$ cat src/design/bqi_pkg.sv
// shared constants, request codes and index helpers for the bounded queue
package bqi_pkg;

    localparam int QUEUE_DEPTH = 16;

    localparam int PTR_W  = (QUEUE_DEPTH > 1) ? $clog2(QUEUE_DEPTH) : 1;
    localparam int CNT_W  = $clog2(QUEUE_DEPTH + 1);
    localparam int SUM_W  = PTR_W + 2;
    localparam int POS_W  = 5;
    localparam int CMP_W  = (CNT_W > POS_W) ? CNT_W : POS_W;
    localparam int DATA_W = 32;
    localparam int WORD_W = 2 * DATA_W;

    typedef logic [PTR_W-1:0]  t_ptr;
    typedef logic [CNT_W-1:0]  t_cnt;
    typedef logic [WORD_W-1:0] t_word;

    localparam logic [1:0] REQ_ENQ = 2'd0;
    localparam logic [1:0] REQ_DEQ = 2'd1;
    localparam logic [1:0] REQ_INS = 2'd2;
    localparam logic [1:0] REQ_CLR = 2'd3;

    // logical slot (below the depth) to physical slot of the ring
    function automatic t_ptr phys_slot(input t_ptr head, input t_cnt lg);
        logic [SUM_W-1:0] sum;
        sum = SUM_W'(head) + SUM_W'(lg);
        if (sum >= SUM_W'(QUEUE_DEPTH)) begin
            sum = sum - SUM_W'(QUEUE_DEPTH);
        end
        return PTR_W'(sum);
    endfunction

    function automatic t_ptr ptr_inc(input t_ptr p);
        if (p == PTR_W'(QUEUE_DEPTH - 1)) begin
            return '0;
        end
        return p + PTR_W'(1);
    endfunction

endpackage

$ cat src/design/bounded_queue_with_positional_insert.sv
// bounded queue with positional insert, ring buffer in one synchronous ram
//
//  channel   direction  handshake                 payload
//  -------   ---------  ------------------------  -------------------------------------
//  in        to block   i_in_valid / o_in_ready   req_type, in_arrive, in_service_time,
//                                                 position
//  out       from block o_out_valid / i_out_ready ok, out_arrive, out_service_time,
//                                                 count, empty_res, full_res
//
// enqueue, clear, insert at the tail and every failed request: result loaded from idle
// dequeue: head read from the ram, then loaded into the result register from ST_DEQ
// insert at p: the entries from p upward move back one slot, one entry moved per
//   cycle through the single read and single write port of the ram
// reset clears the count, the head pointer and the control state; ram contents stay
// an item is taken only while the sequencer is idle and the result register is free
//   or being emptied in the same cycle; a stalled result holds off new items
module bounded_queue_with_positional_insert (
    input  logic                       i_clk,
    input  logic                       i_rst_n,
    input  logic                       i_in_valid,
    output logic                       o_in_ready,
    input  logic [1:0]                 i_req_type,
    input  logic [bqi_pkg::DATA_W-1:0] i_in_arrive,
    input  logic [bqi_pkg::DATA_W-1:0] i_in_service_time,
    input  logic [bqi_pkg::POS_W-1:0]  i_position,
    output logic                       o_out_valid,
    input  logic                       i_out_ready,
    output logic                       o_ok,
    output logic [bqi_pkg::DATA_W-1:0] o_out_arrive,
    output logic [bqi_pkg::DATA_W-1:0] o_out_service_time,
    output logic [bqi_pkg::POS_W-1:0]  o_count,
    output logic                       o_empty_res,
    output logic                       o_full_res
);
    import bqi_pkg::*;

    // sequencer codes
    localparam logic [2:0] ST_IDLE  = 3'd0;  // waiting for an item
    localparam logic [2:0] ST_DEQ   = 3'd1;  // head read in flight
    localparam logic [2:0] ST_SHIFT = 3'd2;  // moving entries back one slot
    localparam logic [2:0] ST_DRAIN = 3'd3;  // last moved entry written
    localparam logic [2:0] ST_FIN   = 3'd4;  // new item written at its slot

    // ring storage, one write and one read port, registered read data
    t_word r_mem [QUEUE_DEPTH];
    t_word r_rd_data;

    logic  mem_we;
    t_ptr  mem_waddr;
    t_word mem_wdata;
    t_ptr  mem_raddr;

    // control state
    logic [2:0] r_state, n_state;
    t_ptr       r_head, n_head;
    t_cnt       r_count, n_count;
    t_cnt       r_idx, n_idx;        // logical slot that receives the next moved entry
    t_cnt       r_wr_idx, n_wr_idx;  // destination of the entry now in r_rd_data
    logic       r_wr_pend, n_wr_pend;
    t_cnt       r_pos, n_pos;        // logical slot of the inserted item
    t_word      r_word, n_word;

    // result register
    logic                r_out_valid;
    logic                r_ok;
    logic [DATA_W-1:0]   r_out_arrive;
    logic [DATA_W-1:0]   r_out_svc;
    t_cnt                r_out_count;

    logic                out_load;
    logic                ld_ok;
    logic [DATA_W-1:0]   ld_arrive;
    logic [DATA_W-1:0]   ld_svc;
    t_cnt                ld_count;

    logic acc;
    logic out_taken;
    logic is_full;
    logic past_end;
    t_cnt ins_pos;
    t_cnt idx_dec;

    // a waiting result blocks new items unless it leaves this cycle
    assign o_in_ready = (r_state == ST_IDLE) && (!r_out_valid || i_out_ready);
    assign acc        = i_in_valid && o_in_ready;
    assign out_taken  = r_out_valid && i_out_ready;

    assign is_full  = (r_count == CNT_W'(QUEUE_DEPTH));
    // insert position is clamped to the count, so far positions append
    assign past_end = (CMP_W'(i_position) > CMP_W'(r_count));
    assign ins_pos  = past_end ? r_count : CNT_W'(i_position);
    assign idx_dec  = r_idx - CNT_W'(1);

    always_comb begin
        n_state   = r_state;
        n_head    = r_head;
        n_count   = r_count;
        n_idx     = r_idx;
        n_wr_idx  = r_wr_idx;
        n_wr_pend = r_wr_pend;
        n_pos     = r_pos;
        n_word    = r_word;

        mem_we    = 1'b0;
        mem_waddr = phys_slot(r_head, r_count);
        mem_wdata = r_word;
        mem_raddr = r_head;

        out_load  = 1'b0;
        ld_ok     = 1'b0;
        ld_arrive = '0;
        ld_svc    = '0;
        ld_count  = r_count;

        unique case (r_state)
            ST_IDLE: begin
                if (acc) begin
                    out_load = 1'b1;
                    unique case (i_req_type)
                        REQ_ENQ: begin
                            if (!is_full) begin
                                mem_we    = 1'b1;
                                mem_wdata = {i_in_arrive, i_in_service_time};
                                n_count   = r_count + CNT_W'(1);
                                ld_ok     = 1'b1;
                                ld_count  = n_count;
                            end
                        end
                        REQ_DEQ: begin
                            if (r_count != '0) begin
                                // read the head now, load it into the result register from ST_DEQ
                                out_load = 1'b0;
                                n_head   = ptr_inc(r_head);
                                n_count  = r_count - CNT_W'(1);
                                n_state  = ST_DEQ;
                            end
                        end
                        REQ_INS: begin
                            if (!is_full) begin
                                if (ins_pos == r_count) begin
                                    // insert at the tail is a plain enqueue
                                    mem_we    = 1'b1;
                                    mem_wdata = {i_in_arrive, i_in_service_time};
                                    n_count   = r_count + CNT_W'(1);
                                    ld_ok     = 1'b1;
                                    ld_count  = n_count;
                                end else begin
                                    out_load = 1'b0;
                                    n_word   = {i_in_arrive, i_in_service_time};
                                    n_pos    = ins_pos;
                                    n_idx    = r_count;
                                    n_state  = ST_SHIFT;
                                end
                            end
                        end
                        REQ_CLR: begin
                            n_count  = '0;
                            n_head   = '0;
                            ld_ok    = 1'b1;
                            ld_count = '0;
                        end
                    endcase
                end
            end
            ST_DEQ: begin
                out_load  = 1'b1;
                ld_ok     = 1'b1;
                ld_arrive = r_rd_data[WORD_W-1:DATA_W];
                ld_svc    = r_rd_data[DATA_W-1:0];
                ld_count  = r_count;
                n_state   = ST_IDLE;
            end
            ST_SHIFT: begin
                // read slot idx-1 while the previous read lands two slots higher
                mem_raddr = phys_slot(r_head, idx_dec);
                if (r_wr_pend) begin
                    mem_we    = 1'b1;
                    mem_waddr = phys_slot(r_head, r_wr_idx);
                    mem_wdata = r_rd_data;
                end
                n_wr_idx  = r_idx;
                n_wr_pend = 1'b1;
                n_idx     = idx_dec;
                if (idx_dec == r_pos) begin
                    n_state = ST_DRAIN;
                end
            end
            ST_DRAIN: begin
                mem_we    = 1'b1;
                mem_waddr = phys_slot(r_head, r_wr_idx);
                mem_wdata = r_rd_data;
                n_wr_pend = 1'b0;
                n_state   = ST_FIN;
            end
            ST_FIN: begin
                mem_we    = 1'b1;
                mem_waddr = phys_slot(r_head, r_pos);
                mem_wdata = r_word;
                n_count   = r_count + CNT_W'(1);
                out_load  = 1'b1;
                ld_ok     = 1'b1;
                ld_count  = n_count;
                n_state   = ST_IDLE;
            end
            default: begin
                n_state   = ST_IDLE;
                n_wr_pend = 1'b0;
            end
        endcase
    end

    // ram write port
    always_ff @(posedge i_clk) begin
        if (mem_we) begin
            r_mem[mem_waddr] <= mem_wdata;
        end
    end

    // ram read port
    always_ff @(posedge i_clk) begin
        r_rd_data <= r_mem[mem_raddr];
    end

    // control registers
    always_ff @(posedge i_clk) begin
        if (!i_rst_n) begin
            r_state   <= ST_IDLE;
            r_head    <= '0;
            r_count   <= '0;
            r_wr_pend <= 1'b0;
        end else begin
            r_state   <= n_state;
            r_head    <= n_head;
            r_count   <= n_count;
            r_wr_pend <= n_wr_pend;
        end
    end

    // insert bookkeeping, meaningful only inside an insert
    always_ff @(posedge i_clk) begin
        r_idx    <= n_idx;
        r_wr_idx <= n_wr_idx;
        r_pos    <= n_pos;
        r_word   <= n_word;
    end

    // result register valid
    always_ff @(posedge i_clk) begin
        if (!i_rst_n) begin
            r_out_valid <= 1'b0;
        end else if (out_load) begin
            r_out_valid <= 1'b1;
        end else if (out_taken) begin
            r_out_valid <= 1'b0;
        end
    end

    // result register payload
    always_ff @(posedge i_clk) begin
        if (out_load) begin
            r_ok         <= ld_ok;
            r_out_arrive <= ld_arrive;
            r_out_svc    <= ld_svc;
            r_out_count  <= ld_count;
        end
    end

    assign o_out_valid        = r_out_valid;
    assign o_ok               = r_ok;
    assign o_out_arrive       = r_out_arrive;
    assign o_out_service_time = r_out_svc;
    assign o_count            = POS_W'(r_out_count);
    assign o_empty_res        = (r_out_count == '0);
    assign o_full_res         = (r_out_count == CNT_W'(QUEUE_DEPTH));

endmodule

$ cat config.mk
export PLATFORM = sky130hd
export DESIGN_NAME = bounded_queue_with_positional_insert
export DESIGN_NICKNAME = d
export VERILOG_FILES = /design/src/design/bqi_pkg.sv /design/src/design/bounded_queue_with_positional_insert.sv
export SDC_FILE = /design/constraint.sdc
export NUM_CORES = 1
export LEC_CHECK = 0
export CORE_ASPECT_RATIO = 0.75
export CORE_MARGIN = 2
export CORE_UTILIZATION = 60
export DETAILED_ROUTE_END_ITERATION = 10
export DONT_BUFFER_PORTS = 1
export PLACE_DENSITY = 0.76
export SLEW_MARGIN = 20
export SYNTH_ARGS = -nofsm -noshare
export SYNTH_HDL_FRONTEND = slang
export SYNTH_SLANG_ARGS = --single-unit
$ cat constraint.sdc
create_clock -name i_clk -period 18 [get_ports i_clk]
set_input_delay 4.5 -clock i_clk [delete_from_list [all_inputs] [get_ports i_clk]]
set_output_delay 4.5 -clock i_clk [all_outputs]
set_load 0.02 [all_outputs]
-- After elaboration in Yosys (flattened, before gate mapping)
Memory sizes are Yosys's and may differ from the RTL's. A register that Yosys moved wholly into a read port is not among the register bits.
Cells that the tools add are included.
- memories: 1
- logic and storage cells: 142
- output and inout bits: 74
- memory bits (writable): 1024
- register bits: 163
- input bits: 75
- memory list (memory ; depth ; bits a word ; read ports ; clocked after Yosys merged registers in ; write ports ; line ; source):
    r_mem ; 16 ; 64 ; 1 ; 1 ; 1 ; bounded_queue_with_positional_insert.sv:45 ; t_word r_mem [QUEUE_DEPTH];
- bitwise logic cells: 2
- reductions and logical operators: 21
- $lt $le $gt $ge: 5
- muxes and demuxes: 66
- add/sub/neg operators: 12
- equal/unequal tests: 22
- operators by type and width (operator ; number):
    64-bit 2-to-1 mux ; 5
    64-bit one-hot mux with 3 select lines ; 1
    64-bit one-hot mux with 2 select lines ; 1
    5-bit 2-to-1 mux ; 11
    4-bit 2-to-1 mux ; 9
    5-bit one-hot mux with 2 select lines ; 3
    4-bit by 5-bit adder with 6-bit output ; 4
    6-bit by 5-bit greater-or-equal comparator with 1-bit output (second input constant) ; 4
    5-bit one-hot mux with 4 select lines ; 1
    1-bit 2-to-1 mux ; 18
    4-bit by 1-bit subtractor with 4-bit output (second input constant) ; 4
    3-bit 2-to-1 mux ; 5
    5-bit one-hot mux with 3 select lines ; 1
    4-bit one-hot mux with 3 select lines ; 1
    5-bit == test ; 2
    5-bit == test (second input constant) ; 2
    2-bit inequality test (second input constant) ; 5
    1-bit one-hot mux with 2 select lines ; 5
    5-bit AND reduction ; 2
    5-bit by 1-bit subtractor with 5-bit output (second input constant) ; 2
    3-bit inequality test (second input constant) ; 3
    3-bit one-hot mux with 3 select lines ; 1
    4-bit one-hot mux with 2 select lines ; 1
    2-bit nonzero test ; 4
    26 further kinds ; 33

-- Depth between registers and ports, before layout
- word-level depth: 10
- gate-level depth with buffers: 13

-- Worst setup path after synthesis
No wires, ideal clock.
- kind: input-to-reg
- start point: in i_position[4] (netlist bit)
- end point: mem r_mem[0][0] (netlist bit), enable pin
- data required time: 17.356 ns
- arrival: 11.780 ns
- stages: 7
- path slack: 5.576 ns
- cells stage by stage: ha_1 and3_1 o21a_1 o21ai_1 a211oi_1 o21ai_1 nor4_1
- word-level cells in the longest chain between the ends: 10
- RTL lines (item ; line ; source):
    start, declared ; bounded_queue_with_positional_insert.sv:25 ; input logic [bqi_pkg::POS_W-1:0] i_position,
    5-bit > comparator ; bounded_queue_with_positional_insert.sv:90 ; assign past_end = (CMP_W'(i_position) > CMP_W'(r_count));
    5-bit 2-to-1 mux * ; bounded_queue_with_positional_insert.sv:91 ; assign ins_pos = past_end ? r_count : CNT_W'(i_position);
    5-bit == test * ; bounded_queue_with_positional_insert.sv:140 ; if (ins_pos == r_count) begin
    1-bit 2-to-1 mux * ; bounded_queue_with_positional_insert.sv:140 ;
    1-bit 2-to-1 mux * ; bounded_queue_with_positional_insert.sv:139 ; if (!is_full) begin
    1-bit one-hot mux with 2 select lines * ; bounded_queue_with_positional_insert.sv:119 ; unique case (i_req_type)
    1-bit 2-to-1 mux * ; bounded_queue_with_positional_insert.sv:117 ; if (acc) begin
    1-bit one-hot mux with 3 select lines * ; bounded_queue_with_positional_insert.sv:115 ; unique case (r_state)
    1-bit 2-to-1 mux * ; bounded_queue_with_positional_insert.sv:214 ; if (mem_we) begin
    1-bit 2-to-1 mux (not written as such) * ; bounded_queue_with_positional_insert.sv:215 ; r_mem[mem_waddr] <= mem_wdata;
    end, declared ; bounded_queue_with_positional_insert.sv:45 ;
Mark *: on every way between the ends. The rest lies on a longest branch, timed or not.

-- Worst setup path in the final report
- start point: in i_out_ready
- end point: out o_in_ready
- word-level cells in the longest chain between the ends: 2
- RTL lines (item ; line ; source):
    start, declared ; bounded_queue_with_positional_insert.sv:27 ; input logic i_out_ready,
    1-bit logical OR ; bounded_queue_with_positional_insert.sv:84 ; assign o_in_ready = (r_state == ST_IDLE) && (!r_out_valid || i_out_ready);
    1-bit logical AND ; bounded_queue_with_positional_insert.sv:84 ;
    end, declared ; bounded_queue_with_positional_insert.sv:21 ; output logic o_in_ready,
No other way between the ends.

==> flow_summary_export.csv <==
group,metric,value,unit
run_status,status,"finished, final reports clean",
global_routing,grt_pass1_vias,30900,
power_and_ir_drop,leakagePower,18.12,nW
worst_setup_path,crit_buf_inv,0,
synth,synthMostInstantiatedCell,"edfxtp_1",
timing,rsz0062_at_grt,"no",
job,drv_cap,0,
detailed_routing,firstDrtPassIters,8,
floorplanning,design.core.area,84380,um^2
clock_tree,post_cts_buffers,0,
worst_setup_path,cp_slowest_cell,"nor2b_1",
clock_tree,clockRootBuffer,"clkbuf_16",
timing,max_freq,0.1059,GHz
cells_and_area,stdcell_count,4715,
hold_path,worstHoldPathCells,0,
floorplanning,start_util,0.6080,
clock_tree,h-tree-depth,3,
cells_and_area,synthToLayoutAreaGrowth,9.742,%
global_routing,antenna_found_initial,3,
synth,syn-num-nets,3653,
global_routing,overflow,0,
worst_setup_path,cp_top_family,"simple AND/OR/NAND/NOR gates",
global_routing,grt_max_degree,256,
synth,synth-seq-cells,1250,
synth,synth_common_cells,"1172 x edfxtp_1, 542 x nand2_1, 260 x a31oi_1",
detailed_routing,vias,32190,
timing,timing.final.max_slew_violations,0,
power_and_ir_drop,power_per_cell_area,112.8,nW/um^2
clock_tree,cts_buffer_depth,3,
worst_setup_path,path_cells,"nor2b_1 -> nor2_1",
timing,period_share,0.5245,
place,dp.cells,4470,
power_and_ir_drop,intPower,4.843,mW
worst_setup_path,cp.depth,2,
timing,skew,0.02819,ns
cells_and_area,fill_cells,5401,
synth,netlist.top_cell.by_area,"edfxtp_1",
timing,setup_viol_count_final,0,
global_routing,grt_usage,0.2929,
detailed_routing,ant_nets,0,
clock_tree,cts_buffers,115,
detailed_routing,routedWlPerCell,27.63,um
detailed_routing,wirelength,130.3,mm
cells_and_area,nets,3588,
synth,synth_top_area_share,0.6861,
detailed_routing,via_per_inst,6.826,
synth,synth_edf_count,1172,
place,placedInstanceArea,52250,um^2
hold_path,hold_path.startpoint,"r_idx[3]",
place,portBuffers,0,
worst_setup_path,path_class,"primary input to primary output",
power_and_ir_drop,p_seq_frac,0.533,
worst_setup_path,worstSetupStartpoint,"i_out_ready",
synth,ys_warn_count,0,
power_and_ir_drop,p_sw_frac,0.2371,
clock_tree,hold_buffers,0,
synth,synth_cells,3549,
synth,avgSynthCellArea,14.45,um^2
cells_and_area,fin_area,56300,um^2
timing,worstMarginPinSlew,1.311,ns
power_and_ir_drop,irDropWorstVdd,0.00008338,V
worst_setup_path,critPathLaunchType,"primary input",
worst_setup_path,cp_max_fo,3,
clock_tree,path_clk_slew,0.06,ns
power_and_ir_drop,clockPowerShare,0.382,
worst_setup_path,reg2reg_from,"r_state[2]",
worst_setup_path,cp.required,13.50,ns
detailed_routing,drc,0,
floorplanning,die_area,87880,um^2
worst_setup_path,r2r_slack,12.28,ns
hold_path,worstHoldPathType,"register to register",
global_routing,grt_first_pass_wirelength,192.8,mm
place,place_hpwl,65.63,mm
clock_tree,cts_tree,"done",
worst_setup_path,rr_endpoint,"r_rd_data[29]",
clock_tree,clkSinkCount,1250,
timing,fin_crit,9.441,ns
power_and_ir_drop,power,6.347,mW
power_and_ir_drop,pwr-share-comb,0.085,
synth,synth-async-reset-ratio,0,
clock_tree,clock_latency,0.70,ns
floorplanning,die_y,257.2,um
hold_path,holdPathEnd,"r_wr_idx[3]",
synth,synth-main-ff-cell,"edfxtp_1",
power_and_ir_drop,p_sw,1.505,mW
floorplanning,ioPinCount,149,
worst_setup_path,cp-end-kind,"primary output",
place,gp_congestion,0.8954,
floorplanning,rows,92,
synth,ys_seq_area_frac,0.7165,
detailed_routing,drt_iter0_drc,4836,
worst_setup_path,arrival,4.94,ns
synth,synth_area,51300,um^2
timing,final.setup.tns,0,ns
clock_tree,postCtsResizedCells,0,
synth,synth_area_leaders,"edfxtp_1 69%, nand2_1 4.0%, a211oi_1 3.8%",
worst_setup_path,reg2reg_depth,10,
worst_setup_path,max_stage_delay,0.25,ns
synth,yosysUniqueCellTypes,68,
cells_and_area,final_layout_size_suffix_gt1_frac,0.1054,
timing,hold_viol,0,
timing,slew_headroom,0.1263,
floorplanning,die_w,341.6,um
## layout by cell type (no fill, tap or decap), types with 30 or more instances in the layout
cell type,netlist,routed
nor2_1,33,30
o221ai_1,67,67
o211ai_1,67,67
dfxtp_1,78,78
and2_0,226,226
a211oi_1,258,258
buf_4,19,66
and2_1,98,98
mux4_2,64,64
a22oi_1,131,131
a31oi_1,260,259
o21ai_0,31,31
edfxtp_1,1172,1172
nand2_1,542,541
clkbuf_16,0,116
## power by group through the flow
stage / Combinational, mW / Clock (mW) / Sequential [mW]
floorplan: 0.360 / 0 / 3.42
global placement: 0.483 / 0 / 3.44
detailed placement: 0.510 / 0 / 3.44
CTS: 0.513 / 2.44 / 3.38
global route: 0.575 / 2.55 / 3.39
finish: 0.539 / 2.43 / 3.38
## metrics by stage
stage | hold slack (ns) | util | worst slack (ns)
after floorplan | 0.4513 | - | 5.576
after global placement | 0.4678 | 0.6192 | 8.537
after detailed placement | 0.5029 | 0.6192 | 8.562
after CTS | 0.5079 | 0.6641 | 8.562
after global routing | 0.5378 | 0.6671 | 8.511
final | 0.5122 | 0.6672 | 8.559
## per-layer routing
metal	global-route usage	up-vias	wire, um
met4	0.1137	0	5094
met5	0	-	0
met3	0.06265	353	14820
met1	0.4077	16100	49270
li1	-	13680	-
met2	0.4576	2058	61100
## worst max-delay path by stage
stage / endpoint / slack, ns
CTS: o_in_ready / 8.56
global placement: o_in_ready / 8.54
detailed placement: o_in_ready / 8.56
finish: o_in_ready / 8.56
floorplan: r_mem[0][0] / 5.58
global route: o_in_ready / 8.51
## layout make-up
class	count	area (um^2)	area share
clock buffers	151	3184	0.05656
inverters	26	97.59	0.001734
diodes	2	5.005	0.00008890
repair buffers	85	730.7	0.01298
clock inverters	67	603.1	0.01071
multi-input cells	2006	13510	0.2399
well taps	1128	1411	0.02507
flip-flops and latches	1250	36760	0.6529
## logic make-up (layout without fill, tap and decap cells)
| family | Yosys count | count (layout) | share of synthesized area |
|---|---|---|---|
| and+or+nand+nor | 986 | 986 | 0.09244 |
| xor gates and xnor gates | 27 | 27 | 0.004610 |
| adders and majority gates | 29 | 29 | 0.007659 |
| DFF | 1250 | 1250 | 0.7165 |
| muxes | 78 | 78 | 0.03103 |
| AOI/OAI and AO/OA | 886 | 886 | 0.1229 |
| other | 0 | 2 | 0 |
| buffers and inverters | 293 | 329 | 0.02490 |
## state kept, by name, summed over array words and instances (netlist names)
name and count:
r_state 3, o_out_valid 1, r_pos 5, o_out_service_time 32, o_out_arrive 32, o_ok 1
r_idx 5, r_wr_idx 4, r_head 4, r_mem 1024, o_count 5, r_rd_data 64
r_count 5, r_word 64, r_wr_pend 1
Power figures use the tool's default switching activity.
